==> src/pce_pkg.sv <==
// ----------------------------------------------------------------------------
// pce_pkg: shared types and the scan code table for the pad change to scancode block
// Holds the request and event payload types and the fixed AT scan code table.
// ----------------------------------------------------------------------------
package pce_pkg;

  // Fixed field widths.
  localparam int unsigned ButtonW   = 4;
  localparam int unsigned PadFieldW = 5;
  localparam int unsigned CodeW     = 7;
  localparam int unsigned CountW    = 3;

  // Table shape and parameter defaults.
  localparam int unsigned TablePads    = 5;
  localparam int unsigned TableButtons = 12;
  localparam int unsigned DefButtonSlots = 12;
  localparam int unsigned DefMaxPads     = 5;
  localparam logic [CountW-1:0] PadCountReset = 3'd1;

  // Incoming request: one sampled button slot across all pads.
  typedef struct packed {
    logic [ButtonW-1:0]   button_index;
    logic [PadFieldW-1:0] pad_bits;
  } pce_in_t;

  // Outgoing key event.
  typedef struct packed {
    logic [CodeW-1:0] scan_code;
    logic             released;
    logic             last;
  } pce_out_t;

  // AT set-1 make codes, one row per pad, one column per button slot.
  localparam logic [CodeW-1:0] CodeTable [TablePads][TableButtons] = '{
    '{7'h30, 7'h15, 7'h19, 7'h18, 7'h10, 7'h11, 7'h12, 7'h16, 7'h1e, 7'h2d, 7'h26, 7'h13},
    '{7'h2c, 7'h2e, 7'h1f, 7'h1c, 7'h48, 7'h50, 7'h4b, 7'h4d, 7'h4e, 7'h52, 7'h02, 7'h03},
    '{7'h14, 7'h15, 7'h16, 7'h17, 7'h18, 7'h1a, 7'h1b, 7'h2b, 7'h20, 7'h21, 7'h22, 7'h23},
    '{7'h04, 7'h05, 7'h06, 7'h07, 7'h08, 7'h09, 7'h0a, 7'h0b, 7'h0c, 7'h0d, 7'h0e, 7'h24},
    '{7'h3b, 7'h3c, 7'h3d, 7'h3e, 7'h3f, 7'h40, 7'h41, 7'h42, 7'h43, 7'h44, 7'h45, 7'h46}
  };

  // Looks up the make code; positions outside the table read as zero.
  function automatic logic [CodeW-1:0] code_lookup(logic [CountW-1:0] pad,
                                                   logic [ButtonW-1:0] button);
    logic [CodeW-1:0] code;
    code = '0;
    if (32'(pad) < TablePads && 32'(button) < TableButtons) begin
      code = CodeTable[pad][button];
    end
    return code;
  endfunction

endpackage

==> src/pad_change_to_scancode_events.sv <==
// ----------------------------------------------------------------------------
// pad_change_to_scancode_events: gamepad button changes to AT key events
// Compares each sampled button slot with its last sample and emits one
// make or break event per enabled pad whose button changed.
// ----------------------------------------------------------------------------
// When a request is taken, the slot's stored bits are read and compared.
// The changed-pad mask then shifts out one pad per cycle while the output
// register has room, and each changed pad loads one event into the output
// register. The block stays busy until the highest changed pad has been
// shifted out, and any stall of the output holds it busy longer.
// A request that causes no events (first sample of a slot, no change, slot
// out of range) does not make the block busy. The output register lets the last
// event wait while the next request is accepted.
module pad_change_to_scancode_events #(
  parameter int unsigned BUTTON_SLOTS = pce_pkg::DefButtonSlots,
  parameter int unsigned MAX_PADS     = pce_pkg::DefMaxPads
) (
  input  logic                          clk_i,
  input  logic                          rst_ni,
  input  logic                          in_valid_i,
  output logic                          in_ready_o,
  input  pce_pkg::pce_in_t              in_data_i,
  output logic                          out_valid_o,
  input  logic                          out_ready_i,
  output pce_pkg::pce_out_t             out_data_o,
  input  logic                          cfg_valid_i,
  output logic                          cfg_ready_o,
  input  logic [pce_pkg::CountW-1:0]    cfg_data_i
);

  localparam int unsigned SlotW = (BUTTON_SLOTS > 1) ? $clog2(BUTTON_SLOTS) : 1;
  localparam int unsigned PadW  = (MAX_PADS > 1) ? $clog2(MAX_PADS) : 1;

  // Configuration register.
  logic [pce_pkg::CountW-1:0] pad_count_q;

  assign cfg_ready_o = 1'b1;

  always_ff @(posedge clk_i or negedge rst_ni) begin
    if (!rst_ni) begin
      pad_count_q <= pce_pkg::PadCountReset;
    end else if (cfg_valid_i) begin
      pad_count_q <= cfg_data_i;
    end
  end

  // Per-slot state.
  logic [MAX_PADS-1:0]     prev_bits_q [BUTTON_SLOTS];
  logic [BUTTON_SLOTS-1:0] primed_q;

  // Serial engine state.
  logic                       busy_q;
  logic [MAX_PADS-1:0]        chg_q;
  logic [MAX_PADS-1:0]        bits_q;
  logic [PadW-1:0]            pad_q;
  logic [pce_pkg::ButtonW-1:0] slot_q;

  // Request decode.
  logic                in_fire;
  logic                slot_ok;
  logic [SlotW-1:0]    slot_idx;
  logic [MAX_PADS-1:0] new_bits;
  logic [MAX_PADS-1:0] en_mask;
  logic [MAX_PADS-1:0] chg_new;

  assign in_ready_o = !busy_q;
  assign in_fire    = in_valid_i && in_ready_o;
  assign slot_ok    = (32'(in_data_i.button_index) < BUTTON_SLOTS) &&
                      (32'(in_data_i.button_index) < pce_pkg::TableButtons);
  assign slot_idx   = in_data_i.button_index[SlotW-1:0];
  assign new_bits   = in_data_i.pad_bits[MAX_PADS-1:0];

  // Pad k is enabled when the pad count exceeds k.
  always_comb begin
    for (int k = 0; k < MAX_PADS; k++) begin
      en_mask[k] = (pad_count_q > pce_pkg::CountW'(k));
    end
  end

  assign chg_new = (prev_bits_q[slot_idx] ^ new_bits) & en_mask;

  // Stored bits and primed flags; the stored bits need no reset.
  always_ff @(posedge clk_i) begin
    if (in_fire && slot_ok) begin
      prev_bits_q[slot_idx] <= new_bits;
    end
  end

  always_ff @(posedge clk_i or negedge rst_ni) begin
    if (!rst_ni) begin
      primed_q <= '0;
    end else if (in_fire && slot_ok) begin
      primed_q[slot_idx] <= 1'b1;
    end
  end

  // Output register handshake.
  logic              out_valid_q;
  pce_pkg::pce_out_t out_data_q;
  logic              out_free;
  logic              emit;
  logic [MAX_PADS-1:0] chg_rest;

  assign out_free = !out_valid_q || out_ready_i;
  assign chg_rest = chg_q >> 1;
  assign emit     = busy_q && out_free && chg_q[0];

  // Serial engine: one pad position per cycle while the output has room.
  always_ff @(posedge clk_i or negedge rst_ni) begin
    if (!rst_ni) begin
      busy_q <= 1'b0;
      chg_q  <= '0;
      pad_q  <= '0;
    end else if (in_fire) begin
      busy_q <= slot_ok && primed_q[slot_idx] && (chg_new != '0);
      chg_q  <= chg_new;
      pad_q  <= '0;
    end else if (busy_q && out_free) begin
      busy_q <= (chg_rest != '0);
      chg_q  <= chg_rest;
      pad_q  <= pad_q + 1'b1;
    end
  end

  // Payload side of the engine.
  always_ff @(posedge clk_i) begin
    if (in_fire) begin
      bits_q <= new_bits;
      slot_q <= in_data_i.button_index;
    end else if (busy_q && out_free) begin
      bits_q <= bits_q >> 1;
    end
  end

  // Event output register.
  always_ff @(posedge clk_i or negedge rst_ni) begin
    if (!rst_ni) begin
      out_valid_q <= 1'b0;
    end else if (out_free) begin
      out_valid_q <= emit;
    end
  end

  always_ff @(posedge clk_i) begin
    if (emit) begin
      out_data_q.scan_code <= pce_pkg::code_lookup(pce_pkg::CountW'(pad_q), slot_q);
      out_data_q.released  <= bits_q[0];
      out_data_q.last      <= (chg_rest == '0);
    end
  end

  assign out_valid_o = out_valid_q;
  assign out_data_o  = out_data_q;

endmodule

==> config.mk <==
export PLATFORM = sky130hd
export DESIGN_NAME = pad_change_to_scancode_events
export DESIGN_NICKNAME = d
export VERILOG_FILES = /design/src/pce_pkg.sv /design/src/pad_change_to_scancode_events.sv
export SDC_FILE = /design/constraint.sdc
export NUM_CORES = 1
export LEC_CHECK = 0
export BUFFER_PORTS_ARGS = -buffer_cell sky130_fd_sc_hd__clkbuf_2
export CAP_MARGIN = 20
export CORE_AREA = 2 2 97 99
export CTS_CLUSTER_DIAMETER = 30
export DETAILED_ROUTE_END_ITERATION = 6
export DIE_AREA = 0 0 99 101
export GPL_ROUTABILITY_DRIVEN = 0
export PLACE_DENSITY = 0.82
export SLEW_MARGIN = 10
export SYNTH_ARGS = -nofsm -noshare
export SYNTH_HDL_FRONTEND = slang
export SYNTH_SLANG_ARGS = --single-unit
==> constraint.sdc <==
create_clock -name clk_i -period 1.9 [get_ports clk_i]
set_input_delay 0.285 -clock clk_i [delete_from_list [all_inputs] [get_ports clk_i]]
set_output_delay 0.285 -clock clk_i [all_outputs]
set_load 0.01 [all_outputs]
Word-level counts from Yosys, hierarchy flattened. Memories as Yosys holds them, arrays and structs flattened. Index checks and enable logic that the tools add are counted. W data, S select, Z words.

Bits in registers: 43. Latch bits: 0. Bits in writable memories: 60. Bits in read-only memories: 672. Word-level logic and storage cells: 65. Memories: 2.

$add $sub $neg: 1. $mul: 0. Divide/modulo/power cells: 0. Magnitude comparators: 12. Eq/ne operators: 0. Shift operators: 0. Mux-type cells: 19. Bitwise gates (word level): 5. Reduce and logical (&&, ||, !) cells: 15.

Memories: (name not given) (words 8, bits a word 84, read ports 1, clocked after memory_dff 0, wr ports 0, line pce_pkg.sv:48) `code = CodeTable[pad][button];`; prev_bits_q (words 12, bits a word 5, read ports 1, clocked after memory_dff 0, wr ports 1, line pad_change_to_scancode_events.sv:48) `logic [MAX_PADS-1:0] prev_bits_q [BUTTON_SLOTS];`.

Operator list (count): $mux W84 (2); $bmux W7 S4 (1); $mux W5 (4); $mux W7 (2); $or A12 B12 Y12 (1); $reduce_bool A5 Y1 (2); $logic_and A1 B1 Y1 (8); $lt A4 B4 Y1 const B (2); $gt A3 B1 Y1 const B (2); $gt A3 B2 Y1 const B (2); $mux W1 (6); $mux W3 (2); $and A5 B5 Y5 (1); $ge A5 B5 Y1 const B (1); $logic_not A5 Y1 (1); $lt A4 B5 Y1 const B (1); $not A4 Y5 (1); $xor A5 B5 Y5 (1); $bmux W1 S4 (1); $demux W1 S4 (1); $ge A4 B1 Y1 const B (1); $ge A4 B4 Y1 const B (1); $not A3 Y4 (1); $add A3 B1 Y3 const B (1); 5 further kinds (6).

Depth between registers and ports, before layout.
Word-level depth: 7. Gate-level depth with buffers: 9. Mapped depth without buffers: 8.

Least setup slack after synthesis. No wires, ideal clock.

Path kind: in2reg. Start point: input port in_data_i[6] in the netlist's numbering. End point: register busy_q. Library setup time: 0.082 ns. Arrival time: 1.921 ns. Required time: 1.818 ns. Slack: -0.103 ns. Stages: 8. Buffers on the path: 2. Cells stage by stage: buf_2 buf_2 mux4_2 mux2_2 mux2i_1 xnor2_1 o31ai_1 a31oi_1.

Word-level cells in the longest chain between the ends: 6. Elaborated cells on any way between the ends: 10.

Ends and longest elaborated chain: start, declared (line pad_change_to_scancode_events.sv:22) `input pce_pkg::pce_in_t in_data_i,`; $mem_v2 Z12 W5; $xor A5 B5 Y5 (line pad_change_to_scancode_events.sv:80) `assign chg_new = (prev_bits_q[slot_idx] ^ new_bits) & en_mask;`; $and A5 B5 Y5 (line pad_change_to_scancode_events.sv:80); $reduce_bool A5 Y1 (line pad_change_to_scancode_events.sv:115) `busy_q <= slot_ok && primed_q[slot_idx] && (chg_new != '0);`; $logic_and A1 B1 Y1 (*) (line pad_change_to_scancode_events.sv:115); $mux W1 (*) (line pad_change_to_scancode_events.sv:114) `end else if (in_fire) begin`; end signal, assigned (line pad_change_to_scancode_events.sv:115); end signal, assigned (line pad_change_to_scancode_events.sv:119) `busy_q <= (chg_rest != '0);`; end, declared (line pad_change_to_scancode_events.sv:52) `logic busy_q;`.

Mark *: on every way between the ends. The rest lies on a longest branch, timed or not. The select of a mux whose other input is x is not followed. A chain may end at the register's enable or synchronous reset.

Final worst setup path.
Start point: memory prev_bits_q[3][2] in the netlist's numbering. End point: register busy_q.

Word-level cells in the longest chain between the ends: 6.

Ends and longest elaborated chain (line): start, declared (pad_change_to_scancode_events.sv:48); $mem_v2 Z12 W5; $xor A5 B5 Y5 (pad_change_to_scancode_events.sv:80); $and A5 B5 Y5 (pad_change_to_scancode_events.sv:80); $reduce_bool A5 Y1 (pad_change_to_scancode_events.sv:115); $logic_and A1 B1 Y1 (pad_change_to_scancode_events.sv:115); $mux W1 (pad_change_to_scancode_events.sv:114).

Every way passes these cells.

==> metrics.cfg <==
[global_routing]
grt_pass1_wl_um=15680
grt_max_degree=26
overflow=0
grt_pass1_vias=3109
grt_antenna_before_repair=0
grt_util_all_layers_pct=20.65

[placed_design]
hpwl_um=7153
dp_cells=527
port_buffers=27
post_dp_cell_area_mm2=0.005344
pre_cts_ws_ns=-0.2570

[logic_synthesis]
synthesis.area_mm2=0.004843
yosys_register_bits=103
yosys_warnings=0
synthCells=369
ys_async_sr_fraction_pct=24.27
synth_cell_type_count=50
synthFlopType=edfxtp_1
ys_seq_area_share_pct=61.30
synth-edff-count=78
netlist.area_leader.share_pct=48.36
synth_largest_area_cell=edfxtp_1
syn_avg_cell_area_um2=13.13
synth_area_leaders=edfxtp_1 48%, dfrtp_1 12%, mux4_1 4.9%
syn_nets=395

[hold_path]
min_to=pad_count_q[2]$_DFFE_PN0P_
hold_class=in2reg
min_from=cfg_data_i[2]
min_path_cells=2

[timing]
min_period_ns=1.966
setup_ws_ns=-0.06633
fmax_mhz=508.6
whs_ns=0.1461
slew_viol_final=0
grt_setup_unrepaired=yes
timing.final.crit_share_pct=103.5
finalSetupTns_ns=-0.06633
final_hold_viol_count=0
max_slew_margin_pct=55.56
worst_clock_skew_ns=0.01077
tightestPinTransition_ns=0.6666
setup_viol=1

[clocking]
ctsHtreeMaxLevel=3
cts_buffer_depth=2
cts.sinks=103
cts_tree=built
clock_latency_ns=0.37
cts_buffers=9
root_buffer=clkbuf_8
path_clk_slew_ns=0.11

[route]
drc=0
first_pass_iters=5
num_vias=3266
wl_um=10050
antenna_left=0
wl_per_cell_um=18.48
viasPerCell=6.004
first_iter_violations=235

[setup_path]
required_ns=2.20
startpoint_type=register
critPathBufInv=0
worst_path_max_delay_cell=mux4_2
crit_fanout=2
worst_r2r_endpoint=busy_q$_DFFE_PN0P_
r2r_cells=6
critPathKind=reg2reg
cpLargestDelayFamily=multiplexers
reg2reg_slack_ns=-0.07
crit_path_cell_trace=mux4_2, mux2i_1, a211oi_1, or3_1, and4_1, a31oi_1
crit_path_end_kind=register
slowest_delay_ns=0.47
r2r-start=prev_bits_q[3][2]$_DFFE_PP_
crit_arrival_ns=2.27

[floorplanning]
die_w_um=99
rows=35
initial_utilization_pct=53.95
die_area_mm2=0.009999
core_mm2=0.008977
io_pins=29
die_height_um=101

[power_and_ir_drop]
clockPowerShare_pct=21.4
seqPwrFrac_pct=48.8
total_power_mw=6.270
p_leak_nw=2.129
internal-power_mw=4.166
power.density_mw_per_mm2=1116
p_sw_share_pct=33.56
p_switching_mw=2.104
combPwrFrac_pct=29.8
ir_drop_uv=554.3

[run_status]
violations=setup timing
status=finished with violations

[final_layout]
finalInstanceArea_mm2=0.005619
final_common_cell=edfxtp_1
post_layout_nonfiller_instances=544
final_cell_mix=78 x edfxtp_1, 40 x nand2_1, 39 x buf_4
area_growth_pct=16.02
utilization_pct=62.59
fin_nets=454
n_antenna_cell=0
drive_above_1_share_pct=31.18

[flow_run]
cap_violations=0

logic make-up (layout without fill, tap and decap cells):
group / count (synthesis) / count (layout) / share of synthesized area [%]
AOI/OAI and AO/OA: 71 / 71 / 9.119
muxes: 31 / 31 / 11.91
buffers and inverters: 36 / 100 / 3.462
adders and majority gates: 9 / 9 / 2.325
xor gates and xnor gates: 4 / 4 / 0.7235
and+or+nand+nor: 114 / 114 / 11.08
other: 1 / 1 / 0.07743
DFF: 103 / 103 / 61.30
power groups by stage:
stage               Combinational, mW  Clock [mW]  Sequential, mW
detailed placement               1.78           0            3.10
CTS                              1.80        1.35            3.06
global placement                 1.72           0            3.09
finish                           1.87        1.34            3.06
floorplan                        1.22           0            3.05
global route                     2.06        1.44            3.10
layer usage:
layer	share of wire, %	wire [um]	vias to the layer above	GRT usage [%]
li1	-	-	1500	-
met1	40	4032	1588	25.85
met2	51	5147	158	36.23
met3	6.5	658	20	3.051
met4	2.1	215	0	8.430
met5	0	0	-	0
area by class of cell:
| type | count | area, um^2 |
|---|---|---|
| Fill cell | 634 | 3358 |
| Clock buffer | 9 | 123.9 |
| Clock inverter | 7 | 71.32 |
| Inverter | 14 | 52.55 |
| Multi-Input combinational cell | 230 | 1765 |
| Timing Repair Buffer | 70 | 498.0 |
| Sequential cell | 103 | 2969 |
| Tap cell | 111 | 138.9 |
registers in the layout, summed over array words and instances (netlist names):
name / flops
busy_q: 1
bits_q: 5
out_data_o: 9
primed_q: 12
pad_q: 3
chg_q: 5
pad_count_q: 3
prev_bits_q: 60
out_valid_o: 1
slot_q: 4
synth_stat cells, types with 3 or more instances:
| library cell | instances |
|---|---|
| xnor2_1 | 3 |
| nor2b_1 | 3 |
| inv_1 | 12 |
| mux2_2 | 6 |
| nand2b_1 | 4 |
| nor3_1 | 7 |
| nand3_1 | 7 |
| mux2i_1 | 7 |
| edfxtp_1 | 78 |
| a211oi_1 | 8 |
| or2_2 | 12 |
| buf_2 | 4 |
| nand2_1 | 40 |
| a21oi_1 | 16 |
| mux4_1 | 9 |
| o21ai_0 | 25 |
| nor2_1 | 27 |
| a31oi_1 | 4 |
| o31ai_1 | 4 |
| ha_1 | 9 |
| clkbuf_1 | 14 |
| mux4_2 | 9 |
| nor4_1 | 3 |
| or3_1 | 3 |
| dfrtp_1 | 24 |
what timing repair did:
action	in CTS	in global routing
buffers inserted	0	0
hold buffers	1	0
setup endpoints to repair	1	23
resized for setup	1	17
endpoints found under the hold margin	24	0
pin swaps	3	4
how the worst max path moves through the flow:
stage                                 from            endpoint  slack (ns)  cells after the start
3_5_place_dp                  in_data_i[5]  busy_q$_DFFE_PN0P_       -0.26                      8
4_1_cts        prev_bits_q[3][4]$_DFFE_PP_  busy_q$_DFFE_PN0P_       -0.03                      6
5_1_grt        prev_bits_q[3][2]$_DFFE_PP_  busy_q$_DFFE_PN0P_       -0.14                      6
6_report       prev_bits_q[3][2]$_DFFE_PP_  busy_q$_DFFE_PN0P_       -0.07                      6
2_1_floorplan                 in_data_i[5]  busy_q$_DFFE_PN0P_       0.007                      8
3_3_place_gp                  in_data_i[5]  busy_q$_DFFE_PN0P_       -0.18                      8
Note: power is estimated with default switching activity, not from simulation.
